$ cat src/rtl/core/pufact_pkg.sv
// shared constants and factorial table for the permutation unranking pipeline
`default_nettype none

package pufact_pkg;

  // field widths
  localparam int unsigned LEN_W   = 4;
  localparam int unsigned RANK_W  = 19;
  localparam int unsigned DIGIT_W = 4;

  // default number of elements
  localparam int unsigned MAX_ELEMENTS_DEF = 9;

  // i! for i in 0..9, zero for codes without meaning
  function automatic logic [RANK_W-1:0] fact_f(input logic [LEN_W-1:0] idx);
    logic [RANK_W-1:0] res;
    res = '0;
    case (idx)
      4'd0: res = 19'd1;
      4'd1: res = 19'd1;
      4'd2: res = 19'd2;
      4'd3: res = 19'd6;
      4'd4: res = 19'd24;
      4'd5: res = 19'd120;
      4'd6: res = 19'd720;
      4'd7: res = 19'd5040;
      4'd8: res = 19'd40320;
      4'd9: res = 19'd362880;
      default: res = '0;
    endcase
    return res;
  endfunction

endpackage

`default_nettype wire

$ cat src/rtl/core/permutation_unrank_factoradic.sv
// k-th lexicographic permutation of 1..n, one digit per pipeline stage
//
// Usage: the input channel (in_valid_i / in_ready_o) carries a beat with a
// length perm_length_i (1..MaxElements) and a one-based rank rank_index_i.
// The output channel (out_valid_o / out_ready_i) returns one beat per input
// beat, in order: perm_digits_o holds the permutation, 4 bits per digit with
// the first digit in the lowest nibble and unused nibbles zero. rank_error_o
// is set, with perm_digits_o zero, when the length or rank is out of range.
// The pipeline has one check/setup stage, then one stage
// per digit position, each doing a compare against the multiples of the
// remaining factorial and removing the chosen digit from the pool.
// Throughput is one beat per cycle; a beat enters whenever its stage is free.
// When the receiver stalls, beats pile up into empty stages behind the
// output register, and in_ready_o falls only once every stage is full.
// Reset clears all stage valid bits; data registers are not reset.
`default_nettype none

module permutation_unrank_factoradic #(
  parameter int unsigned MaxElements = pufact_pkg::MAX_ELEMENTS_DEF
) (
  input  wire logic                                     clk_i,
  input  wire logic                                     rst_ni,
  input  wire logic                                     in_valid_i,
  output logic                                          in_ready_o,
  input  wire logic [pufact_pkg::LEN_W-1:0]             perm_length_i,
  input  wire logic [pufact_pkg::RANK_W-1:0]            rank_index_i,
  output logic                                          out_valid_o,
  input  wire logic                                     out_ready_i,
  output logic [pufact_pkg::DIGIT_W*MaxElements-1:0]    perm_digits_o,
  output logic                                          rank_error_o
);

  localparam int unsigned LenW   = pufact_pkg::LEN_W;
  localparam int unsigned RankW  = pufact_pkg::RANK_W;
  localparam int unsigned DigitW = pufact_pkg::DIGIT_W;
  localparam int unsigned IdxW   = (MaxElements > 1) ? $clog2(MaxElements) : 1;

  typedef logic [MaxElements-1:0][DigitW-1:0] nib_vec_t;

  // stage registers, stage 0 is the setup stage
  logic [MaxElements:0]   vld_q;
  logic [MaxElements+1:0] stg_rdy;
  logic [LenW-1:0]        len_q  [MaxElements+1];
  logic [RankW-1:0]       rank_q [MaxElements+1];
  logic                   err_q  [MaxElements+1];
  nib_vec_t               pool_q [MaxElements+1];
  nib_vec_t               perm_q [MaxElements+1];

  // backpressure chain: a stage takes a beat when empty or when it moves on
  assign stg_rdy[MaxElements+1] = out_ready_i;
  for (genvar s = 0; s <= MaxElements; s++) begin : g_rdy
    assign stg_rdy[s] = !vld_q[s] || stg_rdy[s+1];
  end

  assign in_ready_o = stg_rdy[0];

  // setup stage: range check, rank minus one, identity pool
  logic            in_err;
  nib_vec_t        pool_init;
  logic [RankW-1:0] fact_n;

  always_comb begin
    fact_n = pufact_pkg::fact_f(perm_length_i);
    in_err = (perm_length_i == '0) || (perm_length_i > LenW'(MaxElements)) ||
             (rank_index_i == '0) || (rank_index_i > fact_n);
    for (int j = 0; j < MaxElements; j++) begin
      pool_init[j] = DigitW'(j + 1);
    end
  end

  always_ff @(posedge clk_i or negedge rst_ni) begin
    if (!rst_ni) begin
      vld_q[0] <= 1'b0;
    end else if (stg_rdy[0]) begin
      vld_q[0] <= in_valid_i;
    end
  end

  always_ff @(posedge clk_i) begin
    if (in_valid_i && stg_rdy[0]) begin
      len_q[0]  <= perm_length_i;
      rank_q[0] <= rank_index_i - RankW'(1);
      err_q[0]  <= in_err;
      pool_q[0] <= pool_init;
      perm_q[0] <= '0;
    end
  end

  // digit stages: stage i picks the digit for position i
  for (genvar i = 0; i < MaxElements; i++) begin : g_dig
    logic             active;
    logic [LenW-1:0]  left;
    logic [RankW-1:0] fsel;
    logic [RankW-1:0] mult [MaxElements];
    logic [IdxW-1:0]  pos;
    logic [DigitW-1:0] digit;
    nib_vec_t         pool_d;
    nib_vec_t         perm_d;
    logic [RankW-1:0] rank_d;

    // quotient by comparing the rank against multiples of (left-1)!
    always_comb begin
      active = len_q[i] > LenW'(i);
      left   = len_q[i] - LenW'(i);
      fsel   = active ? pufact_pkg::fact_f(left - LenW'(1)) : '0;
      mult[0] = '0;
      pos     = '0;
      for (int q = 1; q < MaxElements; q++) begin
        mult[q] = fsel * RankW'(q);
        if (active && (rank_q[i] >= mult[q]) && (LenW'(q) < left)) begin
          pos = pos + IdxW'(1);
        end
      end
      rank_d = rank_q[i] - mult[pos];
      digit  = pool_q[i][pos];
    end

    // take the digit out of the pool and place it in the result
    always_comb begin
      pool_d = pool_q[i];
      perm_d = perm_q[i];
      if (active) begin
        for (int j = 0; j < MaxElements; j++) begin
          if (IdxW'(j) >= pos) begin
            if (j + 1 < MaxElements) begin
              pool_d[j] = pool_q[i][j+1];
            end else begin
              pool_d[j] = '0;
            end
          end
        end
        if (!err_q[i]) begin
          perm_d[i] = digit;
        end
      end
    end

    always_ff @(posedge clk_i or negedge rst_ni) begin
      if (!rst_ni) begin
        vld_q[i+1] <= 1'b0;
      end else if (stg_rdy[i+1]) begin
        vld_q[i+1] <= vld_q[i];
      end
    end

    always_ff @(posedge clk_i) begin
      if (vld_q[i] && stg_rdy[i+1]) begin
        len_q[i+1]  <= len_q[i];
        rank_q[i+1] <= active ? rank_d : rank_q[i];
        err_q[i+1]  <= err_q[i];
        pool_q[i+1] <= pool_d;
        perm_q[i+1] <= perm_d;
      end
    end
  end

  // output beat from the last stage
  assign out_valid_o   = vld_q[MaxElements];
  assign rank_error_o  = err_q[MaxElements];
  assign perm_digits_o = err_q[MaxElements] ? '0 : perm_q[MaxElements];

endmodule

`default_nettype wire

$ cat config.mk
export PLATFORM = sky130hd
export DESIGN_NAME = permutation_unrank_factoradic
export DESIGN_NICKNAME = d
export VERILOG_FILES = /design/src/rtl/core/pufact_pkg.sv /design/src/rtl/core/permutation_unrank_factoradic.sv
export SDC_FILE = /design/constraint.sdc
export NUM_CORES = 2
export LEC_CHECK = 0
export BUFFER_PORTS_ARGS = -buffer_cell sky130_fd_sc_hd__buf_2
export CAP_MARGIN = 10
export CORE_AREA = 4 4 609 611
export DETAILED_ROUTE_END_ITERATION = 10
export DIE_AREA = 0 0 613 615
export GPL_ROUTABILITY_DRIVEN = 0
export HOLD_SLACK_MARGIN = 0.03
export PLACE_DENSITY = 0.4
export SLEW_MARGIN = 20
export SYNTH_ARGS = -nofsm -noshare
export SYNTH_HDL_FRONTEND = slang
export SYNTH_SLANG_ARGS = --single-unit
$ cat constraint.sdc
create_clock -name clk_i -period 13 [get_ports clk_i]
set_clock_uncertainty 0.2 [all_clocks]
set_input_delay 1.3 -clock clk_i [delete_from_list [all_inputs] [get_ports clk_i]]
set_output_delay 1.3 -clock clk_i [all_outputs]
set_load 0.05 [all_outputs]
======== Word level (Yosys, flattened, before mapping) ========
Memories as Yosys holds them, arrays and structs flattened.
Index checks and enable logic that the tools add are counted.
storage, ports and cells
  memory bits (read-only) ................. 2560
  memories ................................ 15
  bits of input ports ..................... 27
  register bits ........................... 10
  output and inout bits ................... 39
  RAM bits ................................ 960
  latch bits .............................. 0
operators by class
  shift-type cells ........................ 0
  multiplexer cells ....................... 264
  equal/unequal tests ..................... 0
  $lt $le $gt $ge ......................... 254
  reduce and logical (&&, ||, !) cells .... 179
  multiply operators ...................... 36
  $add $sub $neg .......................... 90
  divide/modulo/power cells ............... 0
  bitwise logic cells ..................... 9
memories
  name             depth  bits a word  rd ports  clocked after Yosys merged registers in  write ports  line                                 text
  perm_q           10     36           10        0                                        10           permutation_unrank_factoradic.sv:47  nib_vec_t perm_q [MaxElements+1];
  pool_q           10     36           9         0                                        10           permutation_unrank_factoradic.sv:46  nib_vec_t pool_q [MaxElements+1];
  (no name shown)  16     16           1         0                                        0            pufact_pkg.sv:18                     case (idx)
  (no name shown)  16     16           1         0                                        0            pufact_pkg.sv:18
  (no name shown)  16     16           1         0                                        0            pufact_pkg.sv:18
  (no name shown)  16     16           1         0                                        0            pufact_pkg.sv:18
  9 more memories  n/a    n/a          n/a       n/a                                      n/a          n/a
operator list
  cell                     number
  $ge A19 B19 Y1           72
  $bmux W19 S4             9
  $mux W19                 36
  $mux W4                  171
  $mux W36                 10
  $mul A19 B3 Y19 const B  18
  $add A4 B1 Y4 const B    63
  $mul A19 B2 Y18 const B  9
  $mul A19 B2 Y19 const B  9
  $sub A19 B19 Y19         9
  $logic_and A1 B1 Y1      154
  $bmux W4 S4              9
  $ge A3 B4 Y1 const A     36
  $lt A3 B4 Y1 const A     36
  $ge A1 B4 Y1 const A     18
  $ge A2 B4 Y1 const A     18
  $lt A2 B4 Y1 const A     18
  $ge A5 B5 Y1 const B     9
  $lt A4 B5 Y1 const B     9
  $not A4 Y5               9
  $sub A4 B1 Y4 const B    10
  $ge A4 B4 Y1 const A     9
  $lt A1 B4 Y1 const A     9
  $lt A4 B4 Y1 const A     9
  14 further kinds         73

======== Logic depth before layout (Yosys ltp) ========
An unclocked memory read counts as a cell.
  word-level depth ........................ 29
  mapped depth ............................ 70
  gate-level depth less buffers ........... 67

======== Least setup slack after synthesis ========
OpenSTA, ideal clock, no wires.
  kind .................................... register -> register
  start point ............................. mem len_q[5][0] (netlist bit)
  end point ............................... mem rank_q[6][18] (netlist bit), data pin
  setup time .............................. 259 ps
  buffers on the path ..................... 2
  stages on the path, launching flop included .. 66
  slack ................................... -746 ps
  arrival time ............................ 13287 ps
  cell sequence ........................... edfxtp_1 -> clkbuf_1 -> inv_1 -> ha_1 -> mux2_4 -> a22o_1 -> or2_2 -> nor3_1 -> inv_1 -> ha_1 -> nor2b_1 -> o21a_1 -> o21a_1 -> o21a_1 -> o21a_1 -> o21a_1 -> o21a_1 -> o21a_1 -> (+30 left out) -> a22o_1 -> nand2_1 -> fa_1 -> a21o_1 -> a21oi_1 -> o21ai_0 -> a21oi_1 -> o21ai_0 -> a21oi_1 -> o21ai_0 -> o211ai_1 -> a2111oi_0 -> nor2_1 -> a21oi_1 -> and3_1 -> o221a_1 -> a311o_1 -> a211o_1
RTL lines
  what             line                                 text
  start, declared  permutation_unrank_factoradic.sv:43  logic [LenW-1:0] len_q [MaxElements+1];
  end, declared    permutation_unrank_factoradic.sv:44  logic [RankW-1:0] rank_q [MaxElements+1];

==> run metrics <==
max-slew violation count 0; area leader, netlist ha_1; GRT overflow 0; number of CTS-inserted buffers 80; Primary FF master, synth edfxtp_1; Yosys top cell area share 25.2%; top cells by area, synth ha_1, edfxtp_1, a21oi_1, nand2_1, xnor2_1; clock slew at reported path FFs ~60 ps; layout overhead on the synthesized area 20.4%; Post-Syn Instances approximately 10000; row count about 220; fin crit period approximately 12000 ps; Clock Tree Buf Depth 3; TritonRoute pass-1 iters 8; CTS sink cnt a little over 600; mapped cell area about 0.09 mm^2; dpl hpwl ~290000 um; status completed; CTS tree yes; Synth Warn # 0; post-synthesis sequential area ratio between 10% and 20%; wire per inst between 20 and 25 um; clock root cell clkbuf_16; period utilization a little over nine tenths; Die Footprint ~0.38 mm^2; Async S/R FF share, synth between 1.5 and 2%; GRT Util Overall about 18%; Die H 615 um; Crit-path slowest cell a2111oi_2; Syn Area/Cell about 8.7 um^2; EDFF count, synth between 500 and 600; share of layout cells above drive strength 1 about 17%; worst-skew pair later-pin latency 680 ps; via count about 85000; first-pass GRT wire length between 500000 and 600000 um; H-tree Lvls 3; Critical Path AT 12600 ps; hold buffers post-CTS 0; Crit path required time approximately 13000 ps; fmax 0.0807 GHz; Hold Vio Cnt, Final 0; Initial DRC Count 5376; Port Buffers between 60 and 70; core footprint 0.365 mm^2; final worst slack about 600 ps; Post-route DRC 0; initial antenna violation count 7; crit start category flop; Crit path largest cell delay about 440 ps; crit-path max FO 13; Setup Crit Path Kind flop to flop; Nets between 10000 and 15000; Via density 5.18; Final setup viols 0; Yosys cell types roughly 120; antenna-violating nets left 0; Yosys reg bits just over 600; vias in the first global route roughly 85000; most instantiated library cell after synthesis ha_1; worst slack, placed -632 ps; worst min-delay path category flop to flop; final wirelength 349000 um; Initial Util between 20% and 30%; I/O Pins 66; worst slew pin tran 1090 ps; Synth top cells by count ha_1, a21oi_1, nand2_1; max-cap violations 0; CP Capture Type flop; chip width slightly above 600 um; Worst path most repeated cell o21a_1; largest net degree at the start of global routing 67; Slew headroom 27.3%
-- layout make-up --
class / instances / area (um^2)
sequential: 604 / 18100
inverter: 731 / 2760
timing repair buffer: 1178 / 8940
fill: 38500 / 255000
clock buffer: 92 / 2050
clock inverter: 53 / 629
antenna: 5 / 12.5
tap: 4816 / 6030
multi-input combinational: 8891 / 71100
-- state kept, by name (all words and copies together), names as in the netlist --
signal	count
pool_q	197
perm_q	180
rank_q	171
len_q	36
err_q	10
vld_q	9
out_valid_o	1
-- worst paths after layout --
| check | startpoint | slack, ps | cells after the start | end |
|---|---|---|---|---|
| hold reg to reg | perm_q[7][7] | 200 | 0 | perm_q[8][7] |
| setup / recovery | len_q[5][0] | 620 | 65 | rank_q[6][18] |
| min in group asynchronous | rst_ni | 290 | 1 | vld_q[0] |
| max in group asynchronous | rst_ni | 12070 | 1 | vld_q[2] |
| setup reg to reg | len_q[5][0] | 620 | 65 | rank_q[6][18] |
| hold / removal | perm_q[7][7] | 200 | 0 | perm_q[8][7] |
-- layer usage --
layer / global-route usage (%) / up-vias / part of all wire, %
li1: - / 41300 / -
met1: 23.9 / 41200 / 46
met2: 30.6 / 1873 / 48
met3: 1.50 / 417 / 3.8
met4: 4.26 / 4 / 2.7
met5: 0 / - / 0.0066
-- cell usage in the layout, fill, tap and decap left out, types with 134 or more instances in the layout --
master / Yosys / final
ha_1: 1833 / 1816
buf_4: 1 / 1084
nand2_1: 804 / 793
a21oi_1: 844 / 772
inv_1: 716 / 696
nor2_1: 693 / 666
edfxtp_1: 594 / 594
o21ai_0: 585 / 493
xnor2_1: 336 / 310
o21a_1: 272 / 270
nand3_1: 264 / 258
a21o_1: 237 / 237
nor3_1: 229 / 217
nor2b_1: 201 / 195
mux2_2: 186 / 186
nand4_1: 163 / 163
xor2_1: 166 / 148
o211ai_1: 143 / 143
mux2i_1: 138 / 134
-- cells by family (layout without fill, tap and decap cells) --
logic type | Yosys count | after routing | share of synthesized area, %
mux | 350 | 350 | 4.42
simple gates | 2980 | 2980 | 16.0
xor+xnor | 530 | 530 | 5.46
compound gates | 3043 | 3044 | 21.9
buf+inv | 1023 | 2054 | 4.28
flops | 604 | 604 | 19.9
fa+ha+maj | 1966 | 1966 | 28.1
other cells | 2 | 26 | 0.00824
-- worst max-delay path, delay by kind of cell (launching register included) --
kind / cells / cell delay, ps
xor gates and xnor gates: 1 / 170
adders and majority gates: 9 / 2670
DFF: 1 / 410
and+or+nand+nor: 10 / 1130
muxes: 2 / 480
buffers and inverters: 13 / 1510
AOI/OAI and AO/OA: 30 / 5540
-- per-stage QoR --
step	utilization, %	TNS (ps)	instance area (um^2)	hold WS [ps]	cells
global route	30.0	-656	110000	214	16400
detailed placement	28.8	-3120	105000	205	16200
floorplan	-	-118	91300	200	10500
global placement	28.8	-2400	105000	201	16200
CTS	29.5	-31.7	108000	191	16300
finish	30.0	0	110000	200	16400
-- what timing repair did --
item                                    in CTS  in global routing
endpoints found under the setup margin      21                 64
gates cloned                                 0                  2
resized for setup                           30                407
setup buffers                                5                 55
pin swaps                                    1                150
endpoints found under the hold margin        0                  0
Power is left out: the tool's default activity adds up to more than one toggle a clock period on the data nets, which glitch-free logic cannot reach.
